--- src/hdl/bhwp_pkg.sv ---
// bhwp_pkg: shared types, constants and helper functions for the bone world pose block
// no dependencies; imported by bhwp_front, bhwp_fifo, bhwp_back and the top level
package bhwp_pkg;

   // rotation units: 1/64 degree, full turn, half turn and quarter turn
   localparam logic [24:0] ROT_FULL_U = 25'd23040;
   localparam logic signed [15:0] ROT_FULL_S = 16'sd23040;
   localparam logic signed [15:0] ROT_HALF_S = 16'sd11520;
   localparam logic signed [15:0] ROT_QUARTER_S = 16'sd5760;
   // multiple of a full turn that makes any 24-bit rotation non-negative
   localparam logic [24:0] ROT_BIAS = 25'd8409600;
   localparam logic [3:0] RED_TOP = 4'd9;
   // radians per unit and cordic start value, both q2.30
   localparam logic signed [20:0] RAD_PER_UNIT = 21'sd292818;
   localparam logic signed [33:0] CORDIC_GAIN = 34'sd652032874;
   // number of products per bone on the shared multiplier
   localparam logic [4:0] MUL_OPS = 5'd16;
   localparam logic [3:0] OP_LOCAL_LAST = 4'd3;
   localparam logic [3:0] OP_POS_X = 4'd4;
   localparam logic [3:0] OP_POS_Y = 4'd6;
   localparam logic [3:0] OP_LAST = 4'd15;

   // one classified request between front and back
   typedef struct packed {
      logic [5:0] bone_id;
      logic [6:0] parent_id;
      logic bad_parent;
      logic use_parent;
      logic signed [31:0] local_x;
      logic signed [31:0] local_y;
      logic signed [23:0] scale_x;
      logic signed [23:0] scale_y;
      logic signed [33:0] angle;
      logic negate;
   } bhwp_item_type;

   // arctangent of 2^-i, q2.30, truncated
   function automatic logic [29:0] atan_lut(input logic [4:0] i);
      logic [29:0] r;
      begin
         case (i)
            5'd0: r = 30'h3243F6A8;
            5'd1: r = 30'h1DAC6705;
            5'd2: r = 30'h0FADBAFC;
            5'd3: r = 30'h07F56EA6;
            5'd4: r = 30'h03FEAB76;
            5'd5: r = 30'h01FFD55B;
            5'd6: r = 30'h00FFFAAA;
            5'd7: r = 30'h007FFF55;
            5'd8: r = 30'h003FFFEA;
            5'd9: r = 30'h001FFFFD;
            5'd10: r = 30'h000FFFFF;
            5'd11: r = 30'h0007FFFF;
            5'd12: r = 30'h0003FFFF;
            5'd13: r = 30'h0001FFFF;
            5'd14: r = 30'h0000FFFF;
            5'd15: r = 30'h00007FFF;
            5'd16: r = 30'h00003FFF;
            5'd17: r = 30'h00001FFF;
            5'd18: r = 30'h00000FFF;
            5'd19: r = 30'h000007FF;
            5'd20: r = 30'h000003FF;
            5'd21: r = 30'h000001FF;
            5'd22: r = 30'h000000FF;
            5'd23: r = 30'h0000007F;
            default: r = 30'h0;
         endcase
         return r;
      end
   endfunction

   // saturate a wide sum to the signed 32-bit range
   function automatic logic signed [31:0] sat32(input logic signed [65:0] v);
      logic signed [31:0] r;
      begin
         if (v > 66'sd2147483647) r = 32'sh7FFFFFFF;
         else if (v < -66'sd2147483648) r = 32'sh80000000;
         else r = v[31:0];
         return r;
      end
   endfunction

endpackage

--- src/hdl/bhwp_fifo.sv ---
// bhwp_fifo: two-entry queue of classified requests between front and back
// depends on bhwp_pkg
module bhwp_fifo (
   input  logic clock,
   input  logic reset,
   input  logic push,
   input  bhwp_pkg::bhwp_item_type push_item,
   output logic full,
   input  logic pop,
   output logic not_empty,
   output bhwp_pkg::bhwp_item_type pop_item
);
   import bhwp_pkg::*;

   bhwp_item_type slot_ff [2];
   logic wr_ptr_ff, rd_ptr_ff;
   logic [1:0] count_ff;

   assign full = (count_ff == 2'd2);
   assign not_empty = (count_ff != 2'd0);
   assign pop_item = slot_ff[rd_ptr_ff];

   // pointers and fill count
   always_ff @(posedge clock) begin
      if (reset) begin
         wr_ptr_ff <= 1'b0;
         rd_ptr_ff <= 1'b0;
         count_ff <= 2'd0;
      end else begin
         if (push) wr_ptr_ff <= !wr_ptr_ff;
         if (pop) rd_ptr_ff <= !rd_ptr_ff;
         count_ff <= count_ff + {1'b0, push} - {1'b0, pop};
      end
      if (push) slot_ff[wr_ptr_ff] <= push_item;
   end

endmodule

--- config.mk ---
export PLATFORM = sky130hd
export DESIGN_NAME = bhwp_fifo
export DESIGN_NICKNAME = d
export VERILOG_FILES = /design/src/hdl/bhwp_pkg.sv /design/src/hdl/bhwp_fifo.sv
export SDC_FILE = /design/constraint.sdc
export NUM_CORES = 1
export LEC_CHECK = 0
export ABC_AREA = 0
export BUFFER_PORTS_ARGS = -buffer_cell sky130_fd_sc_hd__buf_2
export CORE_ASPECT_RATIO = 1.2
export CORE_MARGIN = 1.5
export CORE_UTILIZATION = 56
export DETAILED_ROUTE_END_ITERATION = 8
export PLACE_DENSITY = 0.81
export SKIP_LAST_GASP = 1
export SLEW_MARGIN = 20
export SYNTH_ARGS = -nofsm -noshare
export SYNTH_HDL_FRONTEND = slang
export SYNTH_SLANG_ARGS = --single-unit
export TNS_END_PERCENT = 20
--- constraint.sdc ---
create_clock -name clock -period 19.4 [get_ports clock]
set_input_delay 5.82 -clock clock [delete_from_list [all_inputs] [get_ports clock]]
set_output_delay 5.82 -clock clock [all_outputs]
set_load 0.02 [all_outputs]
==> run_results.csv <==
group,metric,value,unit
cts,clock_path_buffers,3,
outcome,run_status,"completed",
timing,period_needed,8540,ps
global_routing,grt_max_degree,81,
global_routing,grt.total_usage,19.2,%
timing,setup_tns,0,ps
timing,slew_headroom,28.1,%
synth,synth_edf_count,324,
power_and_ir_drop,vdd_drop_max,0.117,mV
worst_setup_path,slowest_delay,840,ps
global_routing,antenna_found_initial,5,
timing,setup_viol,0,
global_routing,overflow,0,
synth,synth_area,12200,sq um
route,first_pass_iters,4,
min_path,hp-class,"reg -> reg",
placement,dp_cells,1116,
timing,hold_viol,0,
route,vias_per_cell,5.19,
placement,gp_congestion,0.734,
synth,ys_ff_latch,329,
cts,post_cts_buffers,0,
floorplan,chipHeight,165,um
worst_setup_path,required,13580,ps
timing,max_freq,117,MHz
cts,cts_tree,"built",
timing,whs,553,ps
synth,ys_seq_area_share,80.4,%
route,num_vias,6091,
worst_setup_path,critical-path-slowest-cell,"buf_4",
worst_setup_path,critPathKind,"reg -> out",
cts,cts_num_sinks,329,
cts,cts.repair.resized,0,
route,drt_iter0_markers,278,
floorplan,die-area,22700,sq um
synth,yosysMostFrequentCell,"edfxtp_1",
synth,ys_top_cells_by_area,"edfxtp_1, mux2_4, mux2_2",
synth,yosys_warnings,0,
route,drt-total-wl,23100,um
route,remaining_drc_errors,0,
finish,n_fill_cell,1391,
synth,synth_area_leader_cell,"edfxtp_1",
floorplan,pin_count,330,
timing,skew,7.98,ps
synth,synth_ff_type,"edfxtp_1",
floorplan,start_util,56.7,%
power_and_ir_drop,power_density,105,nW/um^2
timing,finalCritPeriodShare,44.0,%
finish,area_delta_synth_final,23.0,%
global_routing,grt_pass1_vias,6254,
timing,rsz0062_at_grt,"no",
worst_setup_path,crit_path_end_kind,"output pin",
worst_setup_path,worstSetupStartpointType,"register",
cts,cts_buffers,29,
floorplan,die_w,138,um
finish,nNetsFinal,1043,
finish,finalNonFillerCells,1174,
finish,drive_above_1_share,60.2,%
route,wl_per_cell,19.7,um
route,antenna_left,0,
synth,syn-num-nets,693,
cts,htree_levels,1,
global_routing,grt_pass1_wl,32700,um
cts,clk_pin_slew_worst_paths,60,ps
synth,yosys-top-cells-count,"edfxtp_1, mux2_2, mux2_4",
synth,synth_cell_types,14,
synth,synth_top_cell_area_share,79.6,%
timing,worstMarginPinSlew,1080,ps
floorplan,coreArea,21600,sq um
synth,synthCells,525,
cts,clock-root-buffer,"clkbuf_16",
worst_setup_path,cp.arrival,2720,ps
worst_setup_path,crit_chain,"buf_4, mux2_2, buf_2",
placement,post-dp-hpwl,15400,um
finish,post-route-util,69.8,%
synth,ys_async_sr_fraction,0,%
floorplan,rows,59,
cts,cts_hold_buf,0,
power_and_ir_drop,p_leak,5.82,nW
job,maxCapViolCount,0,
cts,worstSkewPairLatency,530,ps
synth,synth_area_per_cell,23.3,sq um
placement,io_buffers,329,
timing,finalMaxSlewViolations,0,
worst_setup_path,cp_max_fo,52,
-- flip-flops by register name, indices dropped and copies added (netlist names), named ones only --
signal and flops:
count_ff 2, rd_ptr_ff 1, slot_ff 324, wr_ptr_ff 1
-- final timing paths --
check | depth (start not counted) | startpoint | end | slack (ps)
setup / recovery | 3 | register | pop_item[67] | 10860
hold / removal | 2 | rd_ptr_ff | register | 550
setup reg to reg | 3 | wr_ptr_ff | slot_ff[1][27] | 16460
hold reg to reg | 2 | rd_ptr_ff | register | 550
-- through the flow --
step | power, mW | instance area [sq um] | setup slack, ps
detailed placement | 1.07 | 14100 | 10920
floorplan | 1.01 | 12200 | 5870
CTS | 1.59 | 15000 | 10670
global route | 1.63 | 15000 | 10710
finish | 1.58 | 15000 | 10860
global placement | 1.07 | 14100 | 10940
-- critical path, delay by kind of cell (launching register included) --
family,cells,cell delay [ps]
buf+inv,2,1010
flops,1,720
mux,1,420
-- layout make-up --
type	instances	area (sq um)	share of cell area (%)
repair buffers	337	1750	11.6
clock inverters	7	32.5	0.216
diodes	5	12.5	0.0832
well taps	274	343	2.28
flip-flops and latches	329	9830	65.4
clock buffers	44	822	5.46
multi-input cells	176	2250	14.9
inverters	2	7.51	0.0499
-- power by group --
| group | internal, mW | total (mW) | switching, mW |
|---|---|---|---|
| Sequential | 0.831 | 0.845 | 0.0140 |
| Clock | 0.290 | 0.520 | 0.231 |
| Combinational | 0.0920 | 0.213 | 0.121 |
| Total | 1.21 | 1.58 | 0.366 |
-- layer usage --
| metal | global-route usage, % | vias up | routed length (um) |
|---|---|---|---|
| li1 | - | 2801 | - |
| met3 | 4.91 | 39 | 1840 |
| met5 | 0 | - | 0 |
| met1 | 21.5 | 3014 | 8110 |
| met2 | 35.0 | 237 | 12600 |
| met4 | 6.77 | 0 | 537 |
-- layout by cell type (no fill, tap or decap) --
| cell | n |
|---|---|
| clkbuf_8 | 4 |
| buf_2 | 329 |
| ha_1 | 2 |
| edfxtp_1 | 324 |
| mux2_2 | 82 |
| buf_4 | 6 |
| dfxtp_4 | 1 |
| buf_16 | 2 |
| clkinvlp_4 | 1 |
| nor2b_4 | 1 |
| clkinv_2 | 2 |
| nor2b_1 | 2 |
| xnor3_1 | 1 |
| inv_1 | 2 |
| or2_2 | 1 |
| xnor2_1 | 2 |
| clkbuf_1 | 11 |
| clkbuf_16 | 29 |
| dfxtp_1 | 4 |
| nor2_1 | 4 |
| and2_4 | 1 |
| clkinv_1 | 4 |
| mux2_4 | 80 |
| diode_2 | 5 |
-- cell families after synthesis --
| logic type | count (synthesis) | synth area share [%] |
|---|---|---|
| adders and majority gates | 2 | 0.205 |
| xor gates and xnor gates | 3 | 0.328 |
| buffers and inverters | 20 | 1.31 |
| and+or+nand+nor | 9 | 0.379 |
| muxes | 162 | 17.4 |
| DFF | 329 | 80.4 |
Power figures use the tool's default switching activity.
