==> config.mk <==
export PLATFORM = sky130hd
export DESIGN_NAME = bhwp_front
export DESIGN_NICKNAME = d
export VERILOG_FILES = /design/src/hdl/bhwp_pkg.sv /design/src/hdl/bhwp_front.sv
export SDC_FILE = /design/constraint.sdc
export NUM_CORES = 1
export LEC_CHECK = 0
export BUFFER_PORTS_ARGS = -buffer_cell sky130_fd_sc_hd__buf_4
export CORE_MARGIN = 2
export CORE_UTILIZATION = 52
export CTS_BUF_LIST = sky130_fd_sc_hd__clkbuf_16
export DETAILED_ROUTE_END_ITERATION = 8
export HOLD_SLACK_MARGIN = 0.02
export PLACE_DENSITY = 0.9
export SETUP_SLACK_MARGIN = 0.1
export SLEW_MARGIN = 20
export SYNTH_ARGS = -nofsm -noshare
export SYNTH_HDL_FRONTEND = slang
export SYNTH_SLANG_ARGS = --single-unit
export TNS_END_PERCENT = 10
==> constraint.sdc <==
create_clock -name clock -period 10.84 [get_ports clock]
set_clock_uncertainty 0.15 [all_clocks]
set_input_delay 2.168 -clock clock [delete_from_list [all_inputs] [get_ports clock]]
set_output_delay 2.168 -clock clock [all_outputs]
set_load 0.01 [all_outputs]
==> src/hdl/bhwp_pkg.sv <==
// bhwp_pkg: shared types, constants and helper functions for the bone world pose block
// no dependencies; imported by bhwp_front, bhwp_fifo, bhwp_back and the top level
package bhwp_pkg;

   // rotation units: 1/64 degree, full turn, half turn and quarter turn
   localparam logic [24:0] ROT_FULL_U = 25'd23040;
   localparam logic signed [15:0] ROT_FULL_S = 16'sd23040;
   localparam logic signed [15:0] ROT_HALF_S = 16'sd11520;
   localparam logic signed [15:0] ROT_QUARTER_S = 16'sd5760;
   // multiple of a full turn that makes any 24-bit rotation non-negative
   localparam logic [24:0] ROT_BIAS = 25'd8409600;
   localparam logic [3:0] RED_TOP = 4'd9;
   // radians per unit and cordic start value, both q2.30
   localparam logic signed [20:0] RAD_PER_UNIT = 21'sd292818;
   localparam logic signed [33:0] CORDIC_GAIN = 34'sd652032874;
   // number of products per bone on the shared multiplier
   localparam logic [4:0] MUL_OPS = 5'd16;
   localparam logic [3:0] OP_LOCAL_LAST = 4'd3;
   localparam logic [3:0] OP_POS_X = 4'd4;
   localparam logic [3:0] OP_POS_Y = 4'd6;
   localparam logic [3:0] OP_LAST = 4'd15;

   // one classified request between front and back
   typedef struct packed {
      logic [5:0] bone_id;
      logic [6:0] parent_id;
      logic bad_parent;
      logic use_parent;
      logic signed [31:0] local_x;
      logic signed [31:0] local_y;
      logic signed [23:0] scale_x;
      logic signed [23:0] scale_y;
      logic signed [33:0] angle;
      logic negate;
   } bhwp_item_type;

   // arctangent of 2^-i, q2.30, truncated
   function automatic logic [29:0] atan_lut(input logic [4:0] i);
      logic [29:0] r;
      begin
         case (i)
            5'd0: r = 30'h3243F6A8;
            5'd1: r = 30'h1DAC6705;
            5'd2: r = 30'h0FADBAFC;
            5'd3: r = 30'h07F56EA6;
            5'd4: r = 30'h03FEAB76;
            5'd5: r = 30'h01FFD55B;
            5'd6: r = 30'h00FFFAAA;
            5'd7: r = 30'h007FFF55;
            5'd8: r = 30'h003FFFEA;
            5'd9: r = 30'h001FFFFD;
            5'd10: r = 30'h000FFFFF;
            5'd11: r = 30'h0007FFFF;
            5'd12: r = 30'h0003FFFF;
            5'd13: r = 30'h0001FFFF;
            5'd14: r = 30'h0000FFFF;
            5'd15: r = 30'h00007FFF;
            5'd16: r = 30'h00003FFF;
            5'd17: r = 30'h00001FFF;
            5'd18: r = 30'h00000FFF;
            5'd19: r = 30'h000007FF;
            5'd20: r = 30'h000003FF;
            5'd21: r = 30'h000001FF;
            5'd22: r = 30'h000000FF;
            5'd23: r = 30'h0000007F;
            default: r = 30'h0;
         endcase
         return r;
      end
   endfunction

   // saturate a wide sum to the signed 32-bit range
   function automatic logic signed [31:0] sat32(input logic signed [65:0] v);
      logic signed [31:0] r;
      begin
         if (v > 66'sd2147483647) r = 32'sh7FFFFFFF;
         else if (v < -66'sd2147483648) r = 32'sh80000000;
         else r = v[31:0];
         return r;
      end
   endfunction

endpackage

==> src/hdl/bhwp_front.sv <==
// bhwp_front: accepts requests, flags bad parents, reduces the rotation to an angle
// depends on bhwp_pkg; feeds bhwp_fifo
module bhwp_front #(
   parameter int MAX_BONES = 64
) (
   input  logic clock,
   input  logic reset,
   input  logic req_tvalid,
   output logic req_tready,
   input  logic [5:0] bone_id,
   input  logic [6:0] parent_id,
   input  logic signed [31:0] local_x,
   input  logic signed [31:0] local_y,
   input  logic signed [23:0] rotation,
   input  logic signed [23:0] scale_x,
   input  logic signed [23:0] scale_y,
   output logic push,
   output bhwp_pkg::bhwp_item_type push_item,
   input  logic full
);
   import bhwp_pkg::*;

   localparam logic [1:0] F_IDLE = 2'd0;
   localparam logic [1:0] F_RED = 2'd1;
   localparam logic [1:0] F_PUSH = 2'd2;

   logic [1:0] state_ff, state_in;
   logic [3:0] k_ff, k_in;
   logic [24:0] v_ff, v_in;
   bhwp_item_type item_ff, item_in;
   logic [24:0] step_val;
   logic signed [15:0] m0, m1, m2;
   logic fold_neg;
   logic signed [36:0] ang_prod;
   logic [10:0] par_w, idx_w;
   logic par_bad;

   assign req_tready = (state_ff == F_IDLE);

   // parent check against this bone and the store depth
   assign par_w = {4'd0, parent_id};
   assign idx_w = {5'd0, bone_id};
   assign par_bad = !parent_id[6] && ((par_w >= idx_w) || (par_w >= 11'(MAX_BONES)));

   // restoring reduction step and final fold into [-90,90] degrees
   assign step_val = ROT_FULL_U << k_ff;
   always_comb begin
      m0 = 16'(v_ff);
      m1 = (m0 >= ROT_HALF_S) ? (m0 - ROT_FULL_S) : m0;
      fold_neg = 1'b0;
      m2 = m1;
      if (m1 > ROT_QUARTER_S) begin
         m2 = m1 - ROT_HALF_S;
         fold_neg = 1'b1;
      end else if (m1 < -ROT_QUARTER_S) begin
         m2 = m1 + ROT_HALF_S;
         fold_neg = 1'b1;
      end
      ang_prod = 37'(m2) * 37'(RAD_PER_UNIT);
   end

   always_comb begin
      push_item = item_ff;
      push_item.angle = ang_prod[33:0];
      push_item.negate = fold_neg;
   end
   assign push = (state_ff == F_PUSH) && !full;

   // sequencer
   always_comb begin
      state_in = state_ff;
      k_in = k_ff;
      v_in = v_ff;
      item_in = item_ff;
      unique case (state_ff)
         F_IDLE: begin
            if (req_tvalid) begin
               item_in.bone_id = bone_id;
               item_in.parent_id = parent_id;
               item_in.bad_parent = par_bad;
               item_in.use_parent = !parent_id[6] && !par_bad;
               item_in.local_x = local_x;
               item_in.local_y = local_y;
               item_in.scale_x = scale_x;
               item_in.scale_y = scale_y;
               item_in.angle = '0;
               item_in.negate = 1'b0;
               v_in = 25'(rotation) + ROT_BIAS;
               k_in = RED_TOP;
               state_in = F_RED;
            end
         end
         F_RED: begin
            if (v_ff >= step_val) v_in = v_ff - step_val;
            k_in = k_ff - 4'd1;
            if (k_ff == 4'd0) state_in = F_PUSH;
         end
         F_PUSH: begin
            if (!full) state_in = F_IDLE;
         end
         default: state_in = F_IDLE;
      endcase
   end

   always_ff @(posedge clock) begin
      if (reset) begin
         state_ff <= F_IDLE;
      end else begin
         state_ff <= state_in;
      end
      k_ff <= k_in;
      v_ff <= v_in;
      item_ff <= item_in;
   end

endmodule

==> impl_metrics.yaml <==
placement:
  pre_cts_ws_ps: 110
  dp_cells: 1752
  io_buffers: 315
  hpwl_um: 27600
  gp_congestion: 0.901
logic_synthesis:
  syn_area_mm2: 0.0128
  seq_area_frac_synth_pct: 36.9
  synthTopCellsByArea: "edfxtp_1 (37%), ha_1 (17%), fa_1 (15%)"
  synth_edf_count: 156
  synth_top_area_share_pct: 36.6
  syn_inst: 1120
  synth_cell_types: 79
  synth_flop_cell: "edfxtp_1"
  ys_ff_latch: 158
  yosys_warnings: 0
  yosysMostFrequentCell: "inv_1"
  syn-num-nets: 1541
  ys_async_sr_fraction_pct: 0
  avgSynthCellArea_um2: 11.4
  synth_common_cells: "inv_1 (193), ha_1 (175), edfxtp_1 (156)"
  synth_top_cell_by_area: "edfxtp_1"
sta:
  tns_ps: 0
  finalMaxSlewViolations: 0
  worstMarginPinSlew_ps: 833
  slew-limit-headroom_pct: 44.5
  hold_slack_ps: 412
  fmax_mhz: 94.0
  final-setup-viol-count: 0
  min_period_ps: 10640
  grt_setup_unrepaired: "yes"
  period_share_pct: 98.2
  finalHoldViolations: 0
  postLayoutSetupSlackWorst_ps: 198
final_layout:
  register_area_mm2: 0.00472
  nFillCells: 1674
  drive_above_1_share_pct: 31.1
  num_antenna_cells: 0
  multi_input_area_mm2: 0.00749
  nNetsFinal: 1902
  finalNonFillerCells: 1817
  area_growth_pct: 30.2
worst_setup_path:
  timing.rr.end: "v_ff[13]"
  path_max_fanout: 7
  crit_slowest_cell: "fa_1"
  arrival_ps: 8320
  path_class: "flip-flop to primary output"
  r2r_cells: 13
  critPathMaxStageDelay_ps: 560
  reg2reg_setup_slack_ps: 6340
  worstPathRequired_ps: 8520
  r2r-start: "k_ff[0]"
  end_kind: "primary output"
  cp-start-kind: "flip-flop"
floorplanning:
  die-area_mm2: 0.0259
  die_w_um: 161
  pin_count: 317
  die_y_um: 161
  placementRows: 57
  initial_utilization_pct: 52.8
  core_area_mm2: 0.0242
drt:
  vias: 10000
  ant_nets: 0
  drt_iter0_drc: 1032
  dr.pass1.iters: 5
  wl_per_cell_um: 19.4
  via_per_inst: 5.53
  wl_um: 35200
  remaining_drc_errors: 0
hold_path:
  hold_depth: 2
  min_path_type: "flip-flop to flip-flop"
  min_to: "state_ff[1]"
  min_from: "state_ff[1]"
clock_network:
  clock-sinks: 158
  cts_tree: "built"
  clk_pin_slew_ps: 80
  insertion_delay_ps: 430
  htreeDepth: 4
  cts_buffers: 17
  cts_buffer_depth: 2
  clock-root-buffer: "clkbuf_16"
outcome:
  outcome: "complete, no violations"
global_routing:
  grt_usage_pct: 25.9
  antenna_found_initial: 1
  grt-ovfl-total: 0
  grt_max_degree: 68
  grt_pass1_wl_um: 52400
  grt_pass1_vias: 10000
job:
  max-cap-violations: 0
-- worst max-delay path, delay by kind of cell (launching register included) --
kind                       cells  cell delay, ps
adders and majority gates      8            3320
buffers and inverters          7             660
and+or+nand+nor                1              80
AOI/OAI and AO/OA             13            3190
DFF                            1             510
xor gates and xnor gates       1             170
-- per-stage QoR --
| stage | cell area [um2] | utilization (%) |
|---|---|---|
| CTS | 16300 | 67.3 |
| global placement | 15600 | 64.2 |
| detailed placement | 15600 | 64.2 |
| global route | 16700 | 68.8 |
| floorplan | 12800 | - |
| finish | 16700 | 68.8 |
-- worst max-delay path by stage --
stage | start | to | cells after the start
global route | v_ff[9] | push_item[34] | 29
finish | v_ff[9] | push_item[34] | 30
CTS | v_ff[9] | push_item[33] | 31
global placement | v_ff[9] | push_item[33] | 30
detailed placement | v_ff[13] | push_item[31] | 32
floorplan | v_ff[9] | push_item[33] | 30
-- what timing repair did --
item                       in CTS  in global routing
hold buffers                    0                  0
buffers inserted               13                 21
pin swaps                       1                 22
setup endpoints to repair       6                  8
gates cloned                    0                  0
gates resized for setup        10                 42
-- placed cells by master (no fill, tap or decap), types with 22 or more instances in the layout --
cell and instances:
buf_4 362, inv_1 190, ha_1 171, edfxtp_1 156, fa_1 92, nor2_1 60
a21oi_1 48, nand2_1 45, xnor2_1 40, o21ai_0 31, a21o_1 25, xor2_1 22
-- per-layer routing --
metal  vias up  part of all wire (%)  global-route usage, %
met4         2                   3.1                   6.37
li1       4593                     -                      -
met2       494                    50                   44.6
met1      4879                    39                   32.9
met3        78                   8.4                   6.43
met5         -                 0.045                      0
-- layout make-up --
class,instances,area share (%)
repair buffers,364,16.4
clock buffers,17,2.55
inverters,194,4.37
well taps,324,2.43
clock inverters,14,0.998
flip-flops and latches,158,28.3
multi-input cells,746,44.9
-- state kept, by name, indices dropped and copies added (netlist names) --
| register | count |
|---|---|
| state_ff | 2 |
| k_ff | 4 |
| v_ff | 25 |
| push_item | 127 |
-- logic make-up (layout without fill, tap and decap cells) --
family	after synthesis	count (layout)	share of synthesized area, %
flops	158	158	36.9
compound gates	199	199	11.6
simple gates	207	207	8.00
xor+xnor	66	66	4.72
buf+inv	216	589	6.69
fa+ha+maj	268	268	31.6
mux	5	5	0.401
other cells	1	1	0.0293
Power is not shown: default switching activity piles up to over one toggle a cycle in this logic, so the estimate is an artifact.
